**config.mk**
```make
export PLATFORM = sky130hd
export DESIGN_NAME = ttml_pes_segment_locator_core_flat
export DESIGN_NICKNAME = d
export VERILOG_FILES = /design/src/sv/tpsl_pkg.sv /design/src/sv/tpsl_if.sv /design/src/sv/tpsl_in_reg.sv /design/src/sv/tpsl_parser.sv /design/src/sv/tpsl_out_reg.sv /design/src/sv/ttml_pes_segment_locator_core.sv /design/src/flat_wrapper.sv
export SDC_FILE = /design/constraint.sdc
export NUM_CORES = 2
export LEC_CHECK = 0
export BUFFER_PORTS_ARGS = -buffer_cell sky130_fd_sc_hd__buf_2
export CORE_UTILIZATION = 60
export DETAILED_ROUTE_END_ITERATION = 6
export HOLD_SLACK_MARGIN = 0.06
export PLACE_DENSITY = 0.78
export RECOVER_POWER = 100
export SLEW_MARGIN = 20
export SYNTH_ARGS = -nofsm -noshare
export SYNTH_HDL_FRONTEND = slang
export SYNTH_SLANG_ARGS = --single-unit
```
**constraint.sdc**
```tcl
create_clock -name clk_i -period 26.9 [get_ports clk_i]
set_input_delay 5.38 -clock clk_i [delete_from_list [all_inputs] [get_ports clk_i]]
set_output_delay 5.38 -clock clk_i [all_outputs]
set_load 0.05 [all_outputs]
```
**src/sv/tpsl_pkg.sv**
```systemverilog
// ----------------------------------------------------------------------------
// tpsl_pkg
// Shared constants, status codes and types of the TTML PES segment locator.
// ----------------------------------------------------------------------------
package tpsl_pkg;

  // Field and value widths
  localparam int unsigned BYTE_W   = 8;
  localparam int unsigned LEN_W    = 16;
  localparam int unsigned STATUS_W = 3;
  localparam int unsigned SCALE_W  = 12;
  localparam int unsigned RAW_W    = 48;
  localparam int unsigned TICKS_W  = RAW_W + SCALE_W;

  // Field layout
  localparam logic [LEN_W-1:0] MAX_FIELD_BYTES = 16'd65535;
  localparam logic [LEN_W-1:0] HDR_BYTES       = 16'd7;
  localparam logic [LEN_W-1:0] CRC_BYTES       = 16'd4;
  localparam logic [LEN_W-1:0] MIN_FIELD_BYTES = HDR_BYTES + CRC_BYTES;
  localparam logic [LEN_W:0]   SEG_HDR_BYTES   = 17'd3;
  localparam logic [LEN_W-1:0] TIME_BYTES      = 16'd6;

  // Segment types
  localparam logic [BYTE_W-1:0] KIND_PLAIN = 8'h01;
  localparam logic [BYTE_W-1:0] KIND_GZIP  = 8'h02;

  localparam logic [SCALE_W-1:0] TIME_SCALE_RESET = 12'd2700;

  // Result status codes
  localparam logic [STATUS_W-1:0] ST_PLAIN     = 3'd0;
  localparam logic [STATUS_W-1:0] ST_GZIP      = 3'd1;
  localparam logic [STATUS_W-1:0] ST_SHORT     = 3'd2;
  localparam logic [STATUS_W-1:0] ST_NOSEG     = 3'd3;
  localparam logic [STATUS_W-1:0] ST_TRUNC_HDR = 3'd4;
  localparam logic [STATUS_W-1:0] ST_TRUNC_SEG = 3'd5;
  localparam logic [STATUS_W-1:0] ST_NONE      = 3'd6;

  typedef struct packed {
    logic [BYTE_W-1:0] data_byte;
    logic [LEN_W-1:0]  field_length;
  } in_item_t;

  typedef struct packed {
    logic [STATUS_W-1:0] status;
    logic [LEN_W-1:0]    doc_offset;
    logic [LEN_W-1:0]    doc_length;
    logic [RAW_W-1:0]    media_time;
    logic                time_zero;
  } result_t;

endpackage

```
**src/sv/tpsl_if.sv**
```systemverilog
// ----------------------------------------------------------------------------
// tpsl_if
// Valid/ready channels of the segment locator: data bytes, results, config.
// ----------------------------------------------------------------------------
interface tpsl_in_if
  import tpsl_pkg::*;
();
  logic              valid;
  logic              ready;
  logic [BYTE_W-1:0] data_byte;
  logic [LEN_W-1:0]  field_length;

  modport source (output valid, data_byte, field_length, input ready);
  modport sink   (input valid, data_byte, field_length, output ready);
endinterface

interface tpsl_out_if
  import tpsl_pkg::*;
();
  logic                valid;
  logic                ready;
  logic [STATUS_W-1:0] status;
  logic [LEN_W-1:0]    doc_offset;
  logic [LEN_W-1:0]    doc_length;
  logic [RAW_W-1:0]    media_time_raw;
  logic [TICKS_W-1:0]  media_time_ticks;

  modport source (output valid, status, doc_offset, doc_length, media_time_raw,
                  media_time_ticks, input ready);
  modport sink   (input valid, status, doc_offset, doc_length, media_time_raw,
                  media_time_ticks, output ready);
endinterface

interface tpsl_cfg_if
  import tpsl_pkg::*;
();
  logic               valid;
  logic               ready;
  logic [SCALE_W-1:0] time_scale;

  modport source (output valid, time_scale, input ready);
  modport sink   (input valid, time_scale, output ready);
endinterface

```
**src/sv/tpsl_in_reg.sv**
```systemverilog
// ----------------------------------------------------------------------------
// tpsl_in_reg
// Input register: holds one data byte request until the parser consumes it.
// ----------------------------------------------------------------------------
module tpsl_in_reg
  import tpsl_pkg::*;
(
  input  logic      clk_i,
  input  logic      rst_ni,
  tpsl_in_if.sink   in_if,
  input  logic      advance_i,
  output logic      valid_o,
  output in_item_t  item_o
);

  logic     valid_q, valid_d;
  in_item_t item_q;
  logic     accept;

  assign in_if.ready = !valid_q || advance_i;
  assign accept      = in_if.valid && in_if.ready;

  always_comb begin
    valid_d = valid_q;
    if (accept) begin
      valid_d = 1'b1;
    end else if (advance_i) begin
      valid_d = 1'b0;
    end
  end

  always_ff @(posedge clk_i or negedge rst_ni) begin
    if (!rst_ni) begin
      valid_q <= 1'b0;
    end else begin
      valid_q <= valid_d;
    end
  end

  always_ff @(posedge clk_i) begin
    if (accept) begin
      item_q.data_byte    <= in_if.data_byte;
      item_q.field_length <= in_if.field_length;
    end
  end

  assign valid_o = valid_q;
  assign item_o  = item_q;

endmodule

```
**src/sv/tpsl_parser.sv**
```systemverilog
// ----------------------------------------------------------------------------
// tpsl_parser
// Per-byte parse state: media time, segment count and segment header walk.
// ----------------------------------------------------------------------------
module tpsl_parser
  import tpsl_pkg::*;
(
  input  logic     clk_i,
  input  logic     rst_ni,
  input  logic     valid_i,
  input  in_item_t item_i,
  input  logic     fire_i,
  output logic     last_o,
  output result_t  res_o
);

  localparam logic [2:0] PH_HEADER = 3'd0;
  localparam logic [2:0] PH_TYPE   = 3'd1;
  localparam logic [2:0] PH_LEN_HI = 3'd2;
  localparam logic [2:0] PH_LEN_LO = 3'd3;
  localparam logic [2:0] PH_DONE   = 3'd4;

  logic [LEN_W-1:0]    pos_q, pos_d;
  logic [LEN_W-1:0]    fsize_q, fsize_d;
  logic [RAW_W-1:0]    acc_q, acc_d;
  logic [BYTE_W-1:0]   segs_q, segs_d;
  logic [2:0]          phase_q, phase_d;
  logic [BYTE_W-1:0]   kind_q, kind_d;
  logic [BYTE_W-1:0]   seg_hi_q, seg_hi_d;
  logic [LEN_W-1:0]    nhp_q, nhp_d;
  logic [STATUS_W-1:0] code_q, code_d;
  logic [LEN_W-1:0]    foff_q, foff_d;
  logic [LEN_W-1:0]    flen_q, flen_d;

  logic [BYTE_W-1:0] b;
  logic [LEN_W-1:0]  len_sat;
  logic [LEN_W-1:0]  fend;
  logic [LEN_W:0]    start;
  logic [LEN_W-1:0]  seg_size;
  logic [LEN_W:0]    seg_end;
  logic [BYTE_W-1:0] segs_next;
  logic              last;
  logic              found;

  always_comb begin
    b = item_i.data_byte;

    // Saturate the sampled length into 1 .. MAX_FIELD_BYTES
    if (item_i.field_length == '0) begin
      len_sat = 16'd1;
    end else if (item_i.field_length > MAX_FIELD_BYTES) begin
      len_sat = MAX_FIELD_BYTES;
    end else begin
      len_sat = item_i.field_length;
    end

    pos_d    = pos_q;
    fsize_d  = (pos_q == '0) ? len_sat : fsize_q;
    acc_d    = acc_q;
    segs_d   = segs_q;
    phase_d  = phase_q;
    kind_d   = kind_q;
    seg_hi_d = seg_hi_q;
    nhp_d    = nhp_q;
    code_d   = code_q;
    foff_d   = foff_q;
    flen_d   = flen_q;

    start     = {1'b0, pos_q} + 17'd1;
    seg_size  = {seg_hi_q, b};
    seg_end   = start + {1'b0, seg_size};
    segs_next = segs_q - 8'd1;

    if ((pos_q == '0) && (fsize_d < MIN_FIELD_BYTES)) begin
      code_d  = ST_SHORT;
      phase_d = PH_DONE;
    end

    fend = fsize_d - CRC_BYTES;

    case (phase_d)
      PH_HEADER: begin
        if (pos_q < TIME_BYTES) begin
          acc_d = {acc_q[RAW_W-BYTE_W-1:0], b};
        end else if (pos_q == TIME_BYTES) begin
          segs_d = b;
          if (b == '0) begin
            code_d  = ST_NOSEG;
            phase_d = PH_DONE;
          end else begin
            nhp_d = HDR_BYTES;
            if (({1'b0, HDR_BYTES} + SEG_HDR_BYTES) > {1'b0, fend}) begin
              code_d  = ST_TRUNC_HDR;
              phase_d = PH_DONE;
            end else begin
              phase_d = PH_TYPE;
            end
          end
        end
      end
      PH_TYPE: begin
        if (pos_q == nhp_q) begin
          kind_d  = b;
          phase_d = PH_LEN_HI;
        end
      end
      PH_LEN_HI: begin
        seg_hi_d = b;
        phase_d  = PH_LEN_LO;
      end
      PH_LEN_LO: begin
        if (seg_end > {1'b0, fend}) begin
          code_d  = ST_TRUNC_SEG;
          phase_d = PH_DONE;
        end else if ((kind_q == KIND_PLAIN) || (kind_q == KIND_GZIP)) begin
          foff_d  = start[LEN_W-1:0];
          flen_d  = seg_size;
          code_d  = (kind_q == KIND_GZIP) ? ST_GZIP : ST_PLAIN;
          phase_d = PH_DONE;
        end else begin
          // Skip this segment, then check room for the next header
          segs_d = segs_next;
          nhp_d  = seg_end[LEN_W-1:0];
          if (segs_next == '0) begin
            code_d  = ST_NONE;
            phase_d = PH_DONE;
          end else if ((seg_end + SEG_HDR_BYTES) > {1'b0, fend}) begin
            code_d  = ST_TRUNC_HDR;
            phase_d = PH_DONE;
          end else begin
            phase_d = PH_TYPE;
          end
        end
      end
      default: begin
      end
    endcase

    last  = start >= {1'b0, fsize_d};
    found = (code_d == ST_PLAIN) || (code_d == ST_GZIP);

    res_o.status     = code_d;
    res_o.doc_offset = found ? foff_d : '0;
    res_o.doc_length = found ? flen_d : '0;
    // A field long enough to parse ends past the time bytes, so acc_q is final
    res_o.media_time = acc_q;
    res_o.time_zero  = (code_d == ST_SHORT);

    if (last) begin
      pos_d    = '0;
      fsize_d  = '0;
      acc_d    = '0;
      segs_d   = '0;
      phase_d  = PH_HEADER;
      kind_d   = '0;
      seg_hi_d = '0;
      nhp_d    = HDR_BYTES;
      code_d   = ST_NONE;
      foff_d   = '0;
      flen_d   = '0;
    end else begin
      pos_d = start[LEN_W-1:0];
    end
  end

  assign last_o = valid_i && last;

  always_ff @(posedge clk_i or negedge rst_ni) begin
    if (!rst_ni) begin
      pos_q    <= '0;
      fsize_q  <= '0;
      acc_q    <= '0;
      segs_q   <= '0;
      phase_q  <= PH_HEADER;
      kind_q   <= '0;
      seg_hi_q <= '0;
      nhp_q    <= HDR_BYTES;
      code_q   <= ST_NONE;
      foff_q   <= '0;
      flen_q   <= '0;
    end else if (fire_i) begin
      pos_q    <= pos_d;
      fsize_q  <= fsize_d;
      acc_q    <= acc_d;
      segs_q   <= segs_d;
      phase_q  <= phase_d;
      kind_q   <= kind_d;
      seg_hi_q <= seg_hi_d;
      nhp_q    <= nhp_d;
      code_q   <= code_d;
      foff_q   <= foff_d;
      flen_q   <= flen_d;
    end
  end

endmodule

```
**src/sv/tpsl_out_reg.sv**
```systemverilog
// ----------------------------------------------------------------------------
// tpsl_out_reg
// Result register: scale the media time to ticks and hold the result request.
// ----------------------------------------------------------------------------
module tpsl_out_reg
  import tpsl_pkg::*;
(
  input  logic               clk_i,
  input  logic               rst_ni,
  input  logic               load_i,
  input  result_t            res_i,
  input  logic [SCALE_W-1:0] time_scale_i,
  output logic               space_o,
  tpsl_out_if.source         out_if
);

  logic                valid_q, valid_d;
  logic [STATUS_W-1:0] status_q;
  logic [LEN_W-1:0]    offset_q;
  logic [LEN_W-1:0]    length_q;
  logic [RAW_W-1:0]    raw_q;
  logic [TICKS_W-1:0]  ticks_q;
  logic [TICKS_W-1:0]  product;

  // 48 x 12 multiply straight from the parse state register
  assign product = {{SCALE_W{1'b0}}, res_i.media_time} *
                   {{RAW_W{1'b0}}, time_scale_i};

  assign space_o = !valid_q || out_if.ready;

  always_comb begin
    valid_d = valid_q;
    if (load_i) begin
      valid_d = 1'b1;
    end else if (out_if.ready) begin
      valid_d = 1'b0;
    end
  end

  always_ff @(posedge clk_i or negedge rst_ni) begin
    if (!rst_ni) begin
      valid_q <= 1'b0;
    end else begin
      valid_q <= valid_d;
    end
  end

  always_ff @(posedge clk_i) begin
    if (load_i) begin
      status_q <= res_i.status;
      offset_q <= res_i.doc_offset;
      length_q <= res_i.doc_length;
      raw_q    <= res_i.time_zero ? '0 : res_i.media_time;
      ticks_q  <= res_i.time_zero ? '0 : product;
    end
  end

  assign out_if.valid            = valid_q;
  assign out_if.status           = status_q;
  assign out_if.doc_offset       = offset_q;
  assign out_if.doc_length       = length_q;
  assign out_if.media_time_raw   = raw_q;
  assign out_if.media_time_ticks = ticks_q;

endmodule

```
**src/sv/ttml_pes_segment_locator_core.sv**
```systemverilog
// ----------------------------------------------------------------------------
// ttml_pes_segment_locator_core
// Locates the first TTML segment of a DVB TTML PES data field, byte by byte.
// ----------------------------------------------------------------------------
// The block takes one data field byte per cycle, sustained, with no gaps
// needed between fields. Each byte request is held in an input register and
// parsed from there by a single compare-and-capture step; on the last byte
// of a field the result request lands in the output register at the edge
// that consumes that byte, so a result is offered in the cycle after its
// last byte was consumed. The media time to tick conversion is a 48 x 12
// multiply that sits alone between the parse state and the output register.
// The output register decouples the two sides: bytes keep flowing while a
// result waits, and only a last byte stalls when an earlier result has not
// yet been taken. The field length travels with every byte but is sampled on
// the first byte of a field only. time_scale resets to 2700 and should be
// written only while no field is in flight; the write channel is always
// ready. There is no clearing pass after reset.
module ttml_pes_segment_locator_core
  import tpsl_pkg::*;
(
  input  logic        clk_i,
  input  logic        rst_ni,
  tpsl_in_if.sink     in_if,
  tpsl_out_if.source  out_if,
  tpsl_cfg_if.sink    cfg_if
);

  logic               in_valid;
  in_item_t           in_item;
  logic               advance;
  logic               last;
  logic               space;
  result_t            res;
  logic [SCALE_W-1:0] time_scale_q;

  // Config write: always take it
  assign cfg_if.ready = 1'b1;

  always_ff @(posedge clk_i or negedge rst_ni) begin
    if (!rst_ni) begin
      time_scale_q <= TIME_SCALE_RESET;
    end else if (cfg_if.valid) begin
      time_scale_q <= cfg_if.time_scale;
    end
  end

  // Advance the held byte unless it ends a field and the result slot is full
  assign advance = in_valid && (!last || space);

  tpsl_in_reg u_in_reg (
    .clk_i     (clk_i),
    .rst_ni    (rst_ni),
    .in_if     (in_if),
    .advance_i (advance),
    .valid_o   (in_valid),
    .item_o    (in_item)
  );

  tpsl_parser u_parser (
    .clk_i   (clk_i),
    .rst_ni  (rst_ni),
    .valid_i (in_valid),
    .item_i  (in_item),
    .fire_i  (advance),
    .last_o  (last),
    .res_o   (res)
  );

  tpsl_out_reg u_out_reg (
    .clk_i        (clk_i),
    .rst_ni       (rst_ni),
    .load_i       (advance && last),
    .res_i        (res),
    .time_scale_i (time_scale_q),
    .space_o      (space),
    .out_if       (out_if)
  );

  // A finished field always shows up as a result request next cycle
  a_result_follows_last : assert property (
    @(posedge clk_i) disable iff (!rst_ni)
    (advance && last) |=> out_if.valid
  ) else $error("last byte consumed without a result request");

  // Never drop a pending result by loading over it
  a_no_overwrite : assert property (
    @(posedge clk_i) disable iff (!rst_ni)
    (out_if.valid && !out_if.ready) |-> !(advance && last)
  ) else $error("result overwritten while still pending");

  a_status_range : assert property (
    @(posedge clk_i) disable iff (!rst_ni)
    out_if.valid |-> (out_if.status <= ST_NONE)
  ) else $error("status code out of range");

  a_no_doc_unless_found : assert property (
    @(posedge clk_i) disable iff (!rst_ni)
    (out_if.valid && (out_if.status != ST_PLAIN) && (out_if.status != ST_GZIP))
      |-> ((out_if.doc_offset == '0) && (out_if.doc_length == '0))
  ) else $error("document location reported without a TTML segment");

  a_short_zero_time : assert property (
    @(posedge clk_i) disable iff (!rst_ni)
    (out_if.valid && (out_if.status == ST_SHORT))
      |-> ((out_if.media_time_raw == '0) && (out_if.media_time_ticks == '0))
  ) else $error("media time reported for a too short field");

endmodule

```
**src/flat_wrapper.sv**
```systemverilog
// flat-port wrapper written by rule: the top's interface ports become plain ports
module ttml_pes_segment_locator_core_flat import tpsl_pkg::*;
  (clk_i, rst_ni, in_if_valid, in_if_data_byte, in_if_field_length, in_if_ready, out_if_valid, out_if_status, out_if_doc_offset, out_if_doc_length, out_if_media_time_raw, out_if_media_time_ticks, out_if_ready, cfg_if_valid, cfg_if_time_scale, cfg_if_ready);
  tpsl_in_if in_if_i ();
  tpsl_out_if out_if_i ();
  tpsl_cfg_if cfg_if_i ();
  input  logic clk_i;
  input  logic rst_ni;
  input wire logic [$bits(in_if_i.valid)-1:0] in_if_valid;
  input wire logic [$bits(in_if_i.data_byte)-1:0] in_if_data_byte;
  input wire logic [$bits(in_if_i.field_length)-1:0] in_if_field_length;
  output wire logic [$bits(in_if_i.ready)-1:0] in_if_ready;
  output wire logic [$bits(out_if_i.valid)-1:0] out_if_valid;
  output wire logic [$bits(out_if_i.status)-1:0] out_if_status;
  output wire logic [$bits(out_if_i.doc_offset)-1:0] out_if_doc_offset;
  output wire logic [$bits(out_if_i.doc_length)-1:0] out_if_doc_length;
  output wire logic [$bits(out_if_i.media_time_raw)-1:0] out_if_media_time_raw;
  output wire logic [$bits(out_if_i.media_time_ticks)-1:0] out_if_media_time_ticks;
  input wire logic [$bits(out_if_i.ready)-1:0] out_if_ready;
  input wire logic [$bits(cfg_if_i.valid)-1:0] cfg_if_valid;
  input wire logic [$bits(cfg_if_i.time_scale)-1:0] cfg_if_time_scale;
  output wire logic [$bits(cfg_if_i.ready)-1:0] cfg_if_ready;
  assign in_if_i.valid = in_if_valid;
  assign in_if_i.data_byte = in_if_data_byte;
  assign in_if_i.field_length = in_if_field_length;
  assign in_if_ready = in_if_i.ready;
  assign out_if_valid = out_if_i.valid;
  assign out_if_status = out_if_i.status;
  assign out_if_doc_offset = out_if_i.doc_offset;
  assign out_if_doc_length = out_if_i.doc_length;
  assign out_if_media_time_raw = out_if_i.media_time_raw;
  assign out_if_media_time_ticks = out_if_i.media_time_ticks;
  assign out_if_i.ready = out_if_ready;
  assign cfg_if_i.valid = cfg_if_valid;
  assign cfg_if_i.time_scale = cfg_if_time_scale;
  assign cfg_if_ready = cfg_if_i.ready;
  ttml_pes_segment_locator_core u_core (.clk_i(clk_i), .rst_ni(rst_ni), .in_if(in_if_i), .out_if(out_if_i), .cfg_if(cfg_if_i));
endmodule
```
==> impl_metrics.yaml <==
status:
  status: "finished with violations"
  violations: "max-capacitance violations, max-slew violations"
run:
  drv_cap: 12
timing:
  tightest_slew_ns: 8.00
  fmax_mhz: 69.4
  slew_viol_final: 623
  hold_viol: 0
  min_period_over_period: 0.536
  finClkSkew_ns: 0.0261
  setup_viol_count_final: 0
  tns_ns: 0
  max-slew-margin-rel: -4.33
  fin_crit_ns: 14.42
  rsz0062_at_grt: "false"
hold_path:
  hp-class: "reg -> reg"
setup_path:
  r2r_cells: 17
  worst-r2r-setup-slack_ns: 13.79
  worstSetupPathType: "in -> reg"
  cp.arrival_ns: 14.86
  r2r-start: "u_core.u_parser.pos_q[11]"
  worstSetupEndpointType: "flip-flop"
  crit_start: "out_if_ready"
  cp-endpoint: "u_core.u_parser.acc_q[17]"
  cp-start-kind: "primary input"
  worstPathMaxFanout: 146
  timing.critical_path.required_ns: 27.34
  r2r-end: "u_core.u_parser.acc_q[17]"
yosys:
  synth.area.top_cells: "fa_1 27%, edfxtp_1 15%, dfrtp_1 12%"
  netlist.area_leader.share: 0.269
  ys_warn_count: 0
  yosysUniqueCellTypes: 85
  synthArstFlopShare: 0.507
  syn-num-nets: 4263
  yosys.area.top_type: "fa_1"
  yosysSeqAreaShare: 0.272
  syn_area_per_cell_um2: 9.57
  netlist_instances: 3585
  yosysMostFrequentCell: "nand2_1"
  synthFlopType: "edfxtp_1"
  ys_ff_latch: 339
  syn_area_mm2: 0.0343
  synth_edf_count: 167
  yosys-top-cells-count: "620 x nand2_1, 461 x fa_1, 456 x inv_1"
floorplanning:
  num_rows: 87
  start_util: 0.607
  core_area_mm2: 0.0565
  io_pins: 187
  die_width_um: 241
  fp.dieArea_mm2: 0.0582
  die_h_um: 241
clock_tree:
  cts_setup_buffers: 0
  cts.sinks: 339
  worstSkewPairLatency_ns: 0.58
  clockBufferDepth: 3
  clkTransAtPathRegs_ns: 0.06
  cts-hold-fix-buffers: 0
  cts_tree: "yes"
  cts_root_buf: "clkbuf_16"
  ctsResizeCount: 0
  cts.htree.levels: 2
  cts_buffers: 41
placed_design:
  routabilityCongestion: 0.952
  io_buffers: 185
  dp_hpwl_um: 64100
grt:
  grt_max_degree: 147
  grt_pass1_wl_um: 144000
  grt_overflow: 0
  grt_usage: 0.322
  grt_pass1_vias: 26900
  antenna_found_initial: 0
cells_and_area:
  diodes: 0
  area_growth_pct: 6.84
  final_nets: 4314
  drive_gt1_frac: 0.0515
routing:
  drtPass1Iterations: 5
  drt_wl_total_um: 89100
  drtIter0Drc: 2114
  routedWlPerCell_um: 20.1
  drc: 0
  ant_nets: 0
  vias: 26400
  viasPerCell: 5.96
==> critical path: stages <==
cell and delay [ns]:
buf_2 0.09, inv_1 0.05, a221oi_1 0.43, clkbuf_1 5.57, nor2_1 1.88, clkbuf_1 0.98
a22o_1 0.42
==> final cells by class <==
type / count / area [µm²]
fill: 4595 / 19800
multi-input combinational: 2584 / 22400
sequential: 339 / 9330
clock buffer: 56 / 1110
tap: 756 / 946
clock inverter: 19 / 223
timing repair buffer: 213 / 933
inverter: 457 / 1720
==> logic make-up (layout without fill, tap and decap cells) <==
kind of cell | Yosys count | in the layout | synth area share
buffers and inverters | 662 | 745 | 0.0747
flip-flops | 339 | 339 | 0.272
XOR/XNOR | 113 | 113 | 0.0288
AO/OA/AOI/OAI | 515 | 515 | 0.0982
other | 1 | 1 | 0.000109
adder cells (fa/ha/maj) | 637 | 637 | 0.333
multiplexers | 56 | 56 | 0.0176
AND/OR/NAND/NOR | 1262 | 1262 | 0.176
==> cells in the final DEF, fill, tap and decap left out, types with 8 or more instances in the layout <==
cell type  Yosys  routed
a211oi_1      11      12
a21o_1        38      38
a21oi_1      142     142
a22o_1        83      83
a31oi_1       13      13
and2_0         1      33
and2_1       202     176
and2_2         0      10
and3_1        28      28
buf_2          8      37
buf_4          4      18
clkbuf_1     174     168
clkbuf_16      0      41
dfrtp_1      162     161
dfstp_2       10      10
edfxtp_1     167     167
fa_1         461     461
ha_1         176     176
inv_1        456     457
mux2_2        28      28
mux2i_1       26      26
nand2_1      620     620
nand2b_1      16      16
nand3_1       57      56
nand3b_1       8       8
nand4_1       25      25
nor2_1       158     157
nor2b_1       24      24
nor3_1        27      27
nor4_1        24      24
o211ai_1      14      14
o21a_1        15      15
o21ai_0      122     122
o31ai_1       11      11
or3_1          8       8
or4_1          9       9
xnor2_1       72      72
xor2_1        41      41
==> how the worst min path moves through the flow <==
stage,from,endpoint,slack (ns),cells after the start
global placement,u_core.u_parser.fsize_q[1],u_core.u_parser.fsize_q[1],0.47,2
CTS,u_core.u_parser.fsize_q[1],u_core.u_parser.fsize_q[1],0.49,2
finish,u_core.u_parser.fsize_q[1],u_core.u_parser.fsize_q[1],0.49,2
global route,u_core.u_parser.fsize_q[1],u_core.u_parser.fsize_q[1],0.51,2
detailed placement,u_core.u_parser.fsize_q[1],u_core.u_parser.fsize_q[1],0.48,2
floorplan,u_core.u_parser.fsize_q[1],u_core.u_parser.fsize_q[1],0.45,2
==> registers in the layout (all words and copies together), names as in the netlist, 8 cells and up <==
register                                  cells
u_core.u_parser.foff_q                       16
u_core.u_in_reg.item_o                       24
u_core.u_parser.pos_q                        16
u_core.u_out_reg.out_if.media_time_ticks     60
u_core.u_out_reg.out_if.doc_length           16
u_core.u_out_reg.out_if.doc_offset           16
u_core.u_out_reg.out_if.media_time_raw       48
u_core.u_parser.seg_hi_q                      8
u_core.u_parser.segs_q                        8
u_core.u_parser.acc_q                        48
u_core.time_scale_q                          12
u_core.u_parser.flen_q                       16
u_core.u_parser.kind_q                        8
u_core.u_parser.nhp_q                        16
u_core.u_parser.fsize_q                      16
==> metal layers <==
| metal | vias to the layer above | routed length (µm) | track usage |
|---|---|---|---|
| met5 | - | 0 | 0 |
| met4 | 0 | 3570 | 0.129 |
| met3 | 224 | 7770 | 0.0596 |
| met2 | 1125 | 42100 | 0.516 |
| met1 | 13300 | 35700 | 0.434 |
| li1 | 11700 | - | - |
==> through the flow <==
stage	util	hold WS [ns]	worst slack, ns	std cells	cell area (µm²)
floorplan	-	0.450	7.50	3585	34300
global placement	0.630	0.471	15.21	4345	35600
detailed placement	0.630	0.477	15.21	4345	35600
CTS	0.654	0.490	15.20	4420	36900
global route	0.649	0.510	11.30	4424	36700
finish	0.649	0.488	12.48	4424	36700
Power is not shown: default switching activity piles up to over one toggle a cycle in this logic, so the estimate is an artifact.
